--- src/rtl/core/cpi_pkg.sv ---
`timescale 1ns / 1ps
`default_nettype none
// ----------------------------------------------------------------------------
// cpi_pkg
// Shared types and constants of the cross power integrator.
// ----------------------------------------------------------------------------
package cpi_pkg;

    localparam int SAMPLE_WIDTH = 8;
    localparam int PROD_WIDTH   = 2 * SAMPLE_WIDTH;
    localparam int TERM_WIDTH   = PROD_WIDTH + 1;
    localparam int CH_WIDTH     = 11;
    localparam int CHCFG_WIDTH  = 12;
    localparam int SPEC_WIDTH   = 16;
    localparam int OUT_WIDTH    = 48;
    localparam int CFG_IDX_WIDTH  = 4;
    localparam int CFG_DATA_WIDTH = 16;

    typedef logic [CFG_IDX_WIDTH-1:0] cfg_index_t;

    localparam cfg_index_t CFG_CHANNELS = 4'd0;
    localparam cfg_index_t CFG_SPECTRA  = 4'd1;

    typedef struct packed {
        logic signed [SAMPLE_WIDTH-1:0] pol0_re;
        logic signed [SAMPLE_WIDTH-1:0] pol0_im;
        logic signed [SAMPLE_WIDTH-1:0] pol1_re;
        logic signed [SAMPLE_WIDTH-1:0] pol1_im;
    } cpi_in_t;

    typedef struct packed {
        logic [CH_WIDTH-1:0]         channel_index;
        logic signed [OUT_WIDTH-1:0] cross_re;
        logic signed [OUT_WIDTH-1:0] cross_im;
        logic                        last_channel;
    } cpi_out_t;

    // Per-request control from the sequencer to the accumulator
    typedef struct packed {
        logic [CH_WIDTH-1:0] ch;
        logic                first;
        logic                emit;
        logic                last_ch;
    } cpi_cmd_t;

endpackage
`default_nettype wire

--- src/rtl/core/cpi_seq.sv ---
`timescale 1ns / 1ps
`default_nettype none
// ----------------------------------------------------------------------------
// cpi_seq
// Configuration registers and the channel / spectrum counters.
// ----------------------------------------------------------------------------
module cpi_seq #(
    parameter int MAX_CHANNELS = 2048
) (
    input  wire logic                 clk,
    input  wire logic                 rst_n,
    input  wire logic                 cfg_write,
    input  wire cpi_pkg::cfg_index_t  cfg_index,
    input  wire logic [cpi_pkg::CFG_DATA_WIDTH-1:0] cfg_data,
    input  wire logic                 accept,
    output cpi_pkg::cpi_cmd_t         cmd
);
    import cpi_pkg::*;

    localparam int CH_CAP = (MAX_CHANNELS < 4095) ? MAX_CHANNELS : 4095;

    logic [CHCFG_WIDTH-1:0] chan_cfg_reg;
    logic [SPEC_WIDTH-1:0]  spec_cfg_reg;
    logic [CH_WIDTH-1:0]    ch_cnt_reg;
    logic [CH_WIDTH-1:0]    ch_cnt_next;
    logic [SPEC_WIDTH-1:0]  spec_cnt_reg;
    logic [SPEC_WIDTH-1:0]  spec_cnt_next;
    logic [CHCFG_WIDTH-1:0] nch;
    logic [SPEC_WIDTH-1:0]  nsp;

    always_comb
    begin
        priority if (chan_cfg_reg == '0)
            nch = CHCFG_WIDTH'(1);
        else if (32'(chan_cfg_reg) > CH_CAP)
            nch = CHCFG_WIDTH'(CH_CAP);
        else
            nch = chan_cfg_reg;
        nsp = (spec_cfg_reg == '0) ? SPEC_WIDTH'(1) : spec_cfg_reg;

        cmd.ch      = ch_cnt_reg;
        cmd.first   = (spec_cnt_reg == '0);
        cmd.last_ch = ({1'b0, ch_cnt_reg} >= (nch - CHCFG_WIDTH'(1)));
        cmd.emit    = (spec_cnt_reg >= (nsp - SPEC_WIDTH'(1)));

        ch_cnt_next   = ch_cnt_reg;
        spec_cnt_next = spec_cnt_reg;
        if (accept)
        begin
            if (cmd.last_ch)
            begin
                ch_cnt_next   = '0;
                spec_cnt_next = cmd.emit ? '0 : spec_cnt_reg + SPEC_WIDTH'(1);
            end
            else
            begin
                ch_cnt_next = ch_cnt_reg + CH_WIDTH'(1);
            end
        end
    end

    always_ff @(posedge clk or negedge rst_n)
    begin
        if (!rst_n)
        begin
            chan_cfg_reg <= CHCFG_WIDTH'(2048);
            spec_cfg_reg <= SPEC_WIDTH'(1);
            ch_cnt_reg   <= '0;
            spec_cnt_reg <= '0;
        end
        else
        begin
            ch_cnt_reg   <= ch_cnt_next;
            spec_cnt_reg <= spec_cnt_next;
            if (cfg_write)
            begin
                if (cfg_index == CFG_CHANNELS)
                    chan_cfg_reg <= cfg_data[CHCFG_WIDTH-1:0];
                else if (cfg_index == CFG_SPECTRA)
                    spec_cfg_reg <= cfg_data[SPEC_WIDTH-1:0];
            end
        end
    end

endmodule
`default_nettype wire

--- config.mk ---
export PLATFORM = sky130hd
export DESIGN_NAME = cpi_seq
export DESIGN_NICKNAME = d
export VERILOG_FILES = /design/src/rtl/core/cpi_pkg.sv /design/src/rtl/core/cpi_seq.sv
export SDC_FILE = /design/constraint.sdc
export NUM_CORES = 1
export LEC_CHECK = 0
export BUFFER_PORTS_ARGS = -buffer_cell sky130_fd_sc_hd__buf_2
export CAP_MARGIN = 5
export CORE_ASPECT_RATIO = 0.7
export CORE_MARGIN = 1.5
export CORE_UTILIZATION = 30
export CTS_CLUSTER_SIZE = 28
export DETAILED_ROUTE_END_ITERATION = 10
export PLACE_DENSITY = 0.43
export SETUP_SLACK_MARGIN = 0.3
export SYNTH_ARGS = -nofsm -noshare
export SYNTH_HDL_FRONTEND = slang
export SYNTH_SLANG_ARGS = --single-unit
export TNS_END_PERCENT = 30
--- constraint.sdc ---
create_clock -name clk -period 3.8 [get_ports clk]
set_input_delay 0.57 -clock clk [delete_from_list [all_inputs] [get_ports clk]]
set_output_delay 0.57 -clock clk [all_outputs]
set_load 0.05 [all_outputs]
==> metrics.yaml, run 1 <==
ctsHoldBuffers: 0
final_nets: 509
syn2layout_area_growth_pct: 27.83
grt_overflow: 0
reg2reg_slack_ps: 420
drt_wl_total_mm: 10.38
worstPathRequired_ps: 3230
slew_violations: 0
power-per-cell-area_mw_per_mm2: 531.0
setup.worst_path.start: "spec_cfg_reg[2]$_DFFE_PN0P_"
dp_hpwl_mm: 7.624
layout-drive-gt1-share: 0.3546
cap_violations: 0
async_flop_share: 1.000
ys_top_cells_by_area: "dfrtp_1 36%, ha_1 11%, mux2_2 7.9%"
cts_root_buf: "clkbuf_16"
cp_max_fo: 5
drtPass1Iterations: 4
worstPathCellList: "nor4_4, buf_4, nand2_4, or4_4, nor3_4, a21oi_2, ha_1, nand4_1, nor2_1, o21ai_1, o21a_4, inv_4, buf_8"
synthXorXnorAreaFrac: 0.04245
grt_pass1_vias: 3086
startpoint_type: "flop"
hold_path_class: "in2async"
vdd_drop_max_mv: 0.2619
synth_flop_cell: "dfrtp_1"
synth-simple-area-share: 0.2119
fp.dieArea_mm2: 0.01307
synth_seq_cells: 55
cp_num_buf_inv: 3
ys_warn_count: 0
run_status: "finished, final reports clean"
synth_top_family_by_area: "simple AND/OR/NAND/NOR gates"
max_freq_mhz: 273.0
cts_max_path_buffers: 2
worstPathArrival_ps: 3090
die_width_um: 136.0
setup_violations: 0
r2r-start: "spec_cfg_reg[2]$_DFFE_PN0P_"
rsz0062_at_grt: "true"
globalplace.congestion: 0.7775
finalHoldViolations: 0
slowest_delay_ps: 520
synth_area_mm2: 0.003714
drc: 0
die_h_um: 96.09
yosysTopAreaCell: "dfrtp_1"
p_leak_nw: 2.062
min_period_over_period: 0.9641
total_power_mw: 2.521
synthCells: 378
avgSynthCellArea_um2: 9.824
routedWlPerCell_um: 16.98
diodes: 0
worst_r2r_path_depth: 16
finalClockSkew_ps: 11.58
synth-edff-count: 0
yosysUniqueCellTypes: 60
grt_max_degree: 30
critPathTopFamily: "simple AND/OR/NAND/NOR gates"
endpoint_kind: "primary output"
min_period_ps: 3664
critPathKind: "reg2out"
synthAdderAreaFrac: 0.1078
syn-num-nets: 434
cts_buffers: 5
core_area_mm2: 0.01189
clk_pin_slew_ps: 80
cts_num_sinks: 55
num_vias: 3196
grt_pass1_wl_mm: 16.66
antenna_found_initial: 0
initial_core_util: 0.3123
ant_nets: 0
max_slew_margin: 0.5245
ys_seq_area_frac: 0.3713
cts_tree: "built"
drt_iter0_drc: 133
num_rows: 33
h-tree-depth: 2
vias_per_cell: 5.231
port_buffers: 37
io_pins: 38
yosys-mux-area-fraction: 0.08760
synth_compound_area_frac: 0.1560
clock_latency_ps: 300
rr_endpoint: "spec_cnt_reg[15]$_DFFE_PN0P_"
synth_top_area_frac: 0.3571
grt_usage: 0.1662
fin_setup_tns_ps: 0
worstMarginPinSlew_ps: 713.2
worst_path_max_delay_cell: "or4_4"
-- logic make-up after synthesis --
kind of cell / Yosys count
AND/OR/NAND/NOR: 145
AO/OA/AOI/OAI: 81
flip-flops: 55
adder cells (fa/ha/maj): 32
multiplexers: 29
XOR/XNOR: 18
buffers and inverters: 18
-- metal layers --
| layer | global-route usage | wire length [µm] |
|---|---|---|
| met1 | 0.2638 | 5729 |
| met2 | 0.2301 | 4037 |
| met3 | 0.03265 | 524 |
| met4 | 0.02748 | 85 |
| met5 | 0 | 0 |
-- Yosys cell counts, types with 2 or more instances --
master	instances
nor2_1	29
dfstp_2	2
a221o_1	3
o2bb2ai_1	2
o311ai_1	2
mux2_2	26
and4_1	2
nand2_1	26
inv_1	11
a21o_1	2
nand4_1	5
nor4_2	3
or3_1	3
ha_1	32
a31oi_1	2
a21oi_1	12
nor2b_1	9
o21ai_0	17
nor3_2	2
nand3_1	19
or4_1	2
buf_2	3
mux2_1	2
xnor2_1	8
nand2b_1	4
o21a_1	4
a211oi_1	5
and3_1	8
a21boi_1	2
o21ai_1	8
dfrtp_1	53
nor3_1	16
nor4_1	9
xor2_1	10
a22o_1	10
-- through the flow --
stage	cells	hold WS, ps	worst slack [ps]	area [µm²]	util
3_5_place_dp	587	559.8	82.28	4227	0.3554
2_1_floorplan	378	274.4	353.2	3719	-
5_1_grt	611	374.2	4.375	4747	0.3992
6_report	611	316.9	136.4	4747	0.3992
4_1_cts	606	350.0	153.1	4598	0.3867
3_3_place_gp	587	554.9	164.4	4227	0.3554
-- cell usage in the layout (no fill, tap or decap), types with 3 or more instances in the layout --
master     Yosys  routed
o21ai_0       17      14
xnor2_1        8       7
nand4_1        5       5
dfrtp_1       53      47
nor4_2         3       4
nand2_1       26      24
nor2_1        29      28
nor4_1         9       4
inv_1         11      10
mux2_2        26      26
xor2_1        10       9
dfrtp_2        0       6
nor2b_1        9       9
clkbuf_16      0       5
a221o_1        3       3
a22o_1        10      10
a21oi_1       12       7
nand3_1       19      18
ha_1          32      30
and3_1         8       8
nor3_2         2       3
nor4_4         0       4
buf_4          1      34
buf_6          1       4
nand2b_1       4       4
nor3_4         1       3
a21oi_2        0       5
nor3_1        16      13
o21ai_1        8      11
a211oi_1       5       4
buf_2          3      35
o21a_1         4       4
-- power by group --
part	internal [mW]	switching [mW]	total, mW
Sequential	0.698	0.184	0.883
Clock	0.328	0.216	0.545
Combinational	0.509	0.585	1.09
-- how the worst max path moves through the flow --
stage	end	slack, ps	cells past startpoint
3_5_place_dp	cmd[0]	80	12
6_report	cmd[1]	140	13
3_3_place_gp	cmd[0]	160	12
2_1_floorplan	cmd[1]	350	13
4_1_cts	cmd[1]	150	14
5_1_grt	cmd[1]	4	13
-- what timing repair did --
item | 4_1_cts | 5_1_grt
endpoints found under the setup margin | 11 | 22
pin swaps | 13 | 18
resized for setup | 29 | 26
buffers inserted | 11 | 5
-- layout make-up --
| class | instances | area, µm² |
|---|---|---|
| clock buffer | 6 | 138.9 |
| clock inverter | 2 | 35.03 |
| fill | 1191 | 7144 |
| inverter | 12 | 51.30 |
| multi-input combinational | 305 | 2449 |
| sequential | 55 | 1386 |
| tap | 157 | 196.4 |
| timing repair buffer | 74 | 490.5 |
No activity file was read; power rests on OpenSTA's default activity.
==> run 2: changes to the inputs <==
--- a/config.mk
+++ b/config.mk
@@ -6,7 +6,7 @@
 export NUM_CORES = 1
 export LEC_CHECK = 0
 export BUFFER_PORTS_ARGS = -buffer_cell sky130_fd_sc_hd__buf_2
-export CAP_MARGIN = 5
+export CAP_MARGIN = 10
 export CORE_ASPECT_RATIO = 0.7
 export CORE_MARGIN = 1.5
 export CORE_UTILIZATION = 30
==> constraint.sdc (replaced) <==
create_clock -name clk -period 3.8 [get_ports clk]
set_input_delay 0.19 -clock clk [delete_from_list [all_inputs] [get_ports clk]]
set_output_delay 0.19 -clock clk [all_outputs]
set_load 0.01 [all_outputs]
==> metrics.yaml, run 2 (synthesized netlist as in run 1, its figures left out) <==
run_status: "finished, final reports clean"
mostFrequentLayoutCell: "dfrtp_1"
slew_violations: 0
cts_buffers: 5
r2r-start: "spec_cfg_reg[12]$_DFFE_PN0P_"
core_area_mm2: 0.01189
antenna_found_initial: 0
worstPathCellList: "or4_4, nor3_4, a21oi_2, ha_4, nand2_4, nor3_2, xnor2_2, ha_2, nand4_1, nor2_1, o21ai_1, o21a_4, inv_4, buf_6, buf_6"
num_vias: 3139
cts_root_buf: "clkbuf_16"
cp_num_buf_inv: 3
h-tree-depth: 2
reg2reg_slack_ps: 410
grt_max_degree: 30
grt_pass1_wl_mm: 16.01
finalClockSkew_ps: 5.685
initial_core_util: 0.3123
worstPathArrival_ps: 3260
layout-drive-gt1-share: 0.3496
holdPathEnd: "spec_cfg_reg[13]$_DFFE_PN0P_"
worstMarginPinSlew_ps: 696.0
grt_usage: 0.1604
startpoint_type: "flop"
syn2layout_area_growth_pct: 27.29
die_width_um: 136.0
min_from: "cfg_data[13]"
cts_max_path_buffers: 2
critPathKind: "reg2out"
finalHoldViolations: 0
power-per-cell-area_mw_per_mm2: 494.7
clk_pin_slew_ps: 70
max_freq_mhz: 290.1
worst_path_max_delay_cell: "or4_4"
clock_latency_ps: 300
setup.worst_path.start: "spec_cfg_reg[12]$_DFFE_PN0P_"
cts_num_sinks: 55
critPathTopFamily: "simple AND/OR/NAND/NOR gates"
cp_common_cell: "buf_6"
drtPass1Iterations: 4
port_buffers: 37
grt_pass1_vias: 2966
drt_wl_total_mm: 10.09
num_rows: 33
cap_violations: 0
ant_nets: 0
dp_hpwl_mm: 7.566
rr_endpoint: "spec_cnt_reg[15]$_DFFE_PN0P_"
final_nets: 507
worstPathRequired_ps: 3610
slowest_delay_ps: 580
hold_path_class: "in2reg"
fp.dieArea_mm2: 0.01307
n_fill_cell: 1175
layout_common_cells: "48 x dfrtp_1, 36 x buf_2, 30 x buf_4"
grt_overflow: 0
min_period_over_period: 0.9070
final_core_utilization: 0.3975
cp_max_fo: 5
vias_per_cell: 5.154
endpoint_kind: "primary output"
routedWlPerCell_um: 16.56
fin_setup_tns_ps: 0
vdd_drop_max_mv: 0.1991
max_slew_margin: 0.5349
hold_depth: 2
p_leak_nw: 2.044
drt_iter0_drc: 146
cts_tree: "built"
setup_violations: 0
min_period_ps: 3447
diodes: 0
globalplace.congestion: 0.8345
io_pins: 38
worst_r2r_path_depth: 15
drc: 0
die_h_um: 96.09
rsz0062_at_grt: "true"
==> run 2: cell count changes in the layout (fill, tap and decap cells not counted), moves of 2 or more <==
| cell | previous run | this run |
|---|---|---|
| buf_4 | 34 | 30 |
| o311ai_1 | 2 | 0 |
| o311ai_2 | 0 | 2 |
| nor2_1 | 28 | 26 |
==> run 2: area by class of cell <==
| cell class | instances | area (µm²) | share of cell area |
|---|---|---|---|
| flip-flops and latches | 55 | 1385 | 0.2930 |
| well taps | 157 | 196.4 | 0.04156 |
| clock inverters | 3 | 20.02 | 0.004235 |
| repair buffers | 72 | 480.5 | 0.1016 |
| multi-input cells | 305 | 2472 | 0.5230 |
| clock buffers | 5 | 125.1 | 0.02647 |
| inverters | 12 | 47.55 | 0.01006 |
==> run 2: metrics by stage <==
| step | power [mW] | std cells | setup slack [ps] | hold WS, ps | instance area (µm²) |
|---|---|---|---|---|---|
| 3_3_place_gp | 1.681 | 581 | 260.8 | 244.4 | 4189 |
| 3_5_place_dp | 1.696 | 581 | 63.67 | 242.3 | 4189 |
| 6_report | 2.338 | 609 | 353.4 | 121.5 | 4727 |
| 4_1_cts | 2.224 | 597 | 330.5 | 113.4 | 4443 |
| 5_1_grt | 2.513 | 609 | 205.6 | 111.2 | 4727 |
| 2_1_floorplan | 1.414 | 378 | 446.7 | -105.6 | 3714 |
==> run 2: worst max-delay path by stage <==
stage | end | slack [ps] | depth (start not counted)
floorplan | spec_cnt_reg[7]$_DFFE_PN0P_ | 450 | 15
global placement | spec_cnt_reg[14]$_DFFE_PN0P_ | 260 | 16
detailed placement | spec_cnt_reg[3]$_DFFE_PN0P_ | 60 | 15
CTS | cmd[0] | 330 | 15
global route | cmd[1] | 210 | 13
finish | cmd[1] | 350 | 15
==> run 2: power breakdown <==
group	switching (mW)	total [mW]	internal [mW]	leakage [nW]
clock network	0.222	0.466	0.244	0.0658
logic	0.486	0.988	0.502	1.30
registers	0.187	0.884	0.698	0.677
total	0.895	2.34	1.44	2.04
==> run 2: per-layer routing <==
metal / vias up / track usage / wire length (µm)
li1: 1563 / - / -
met1: 1516 / 0.2638 / 5742
met2: 53 / 0.2136 / 3968
met3: 7 / 0.03212 / 335
met4: 0 / 0.01862 / 41
met5: - / 0 / 0
==> run 2: what timing repair did <==
item,CTS,global route
gates resized for setup,12,42
setup buffers,7,12
setup endpoints to repair,28,24
endpoints found under the hold margin,24,0
pin swaps,3,18
hold buffers,1,0
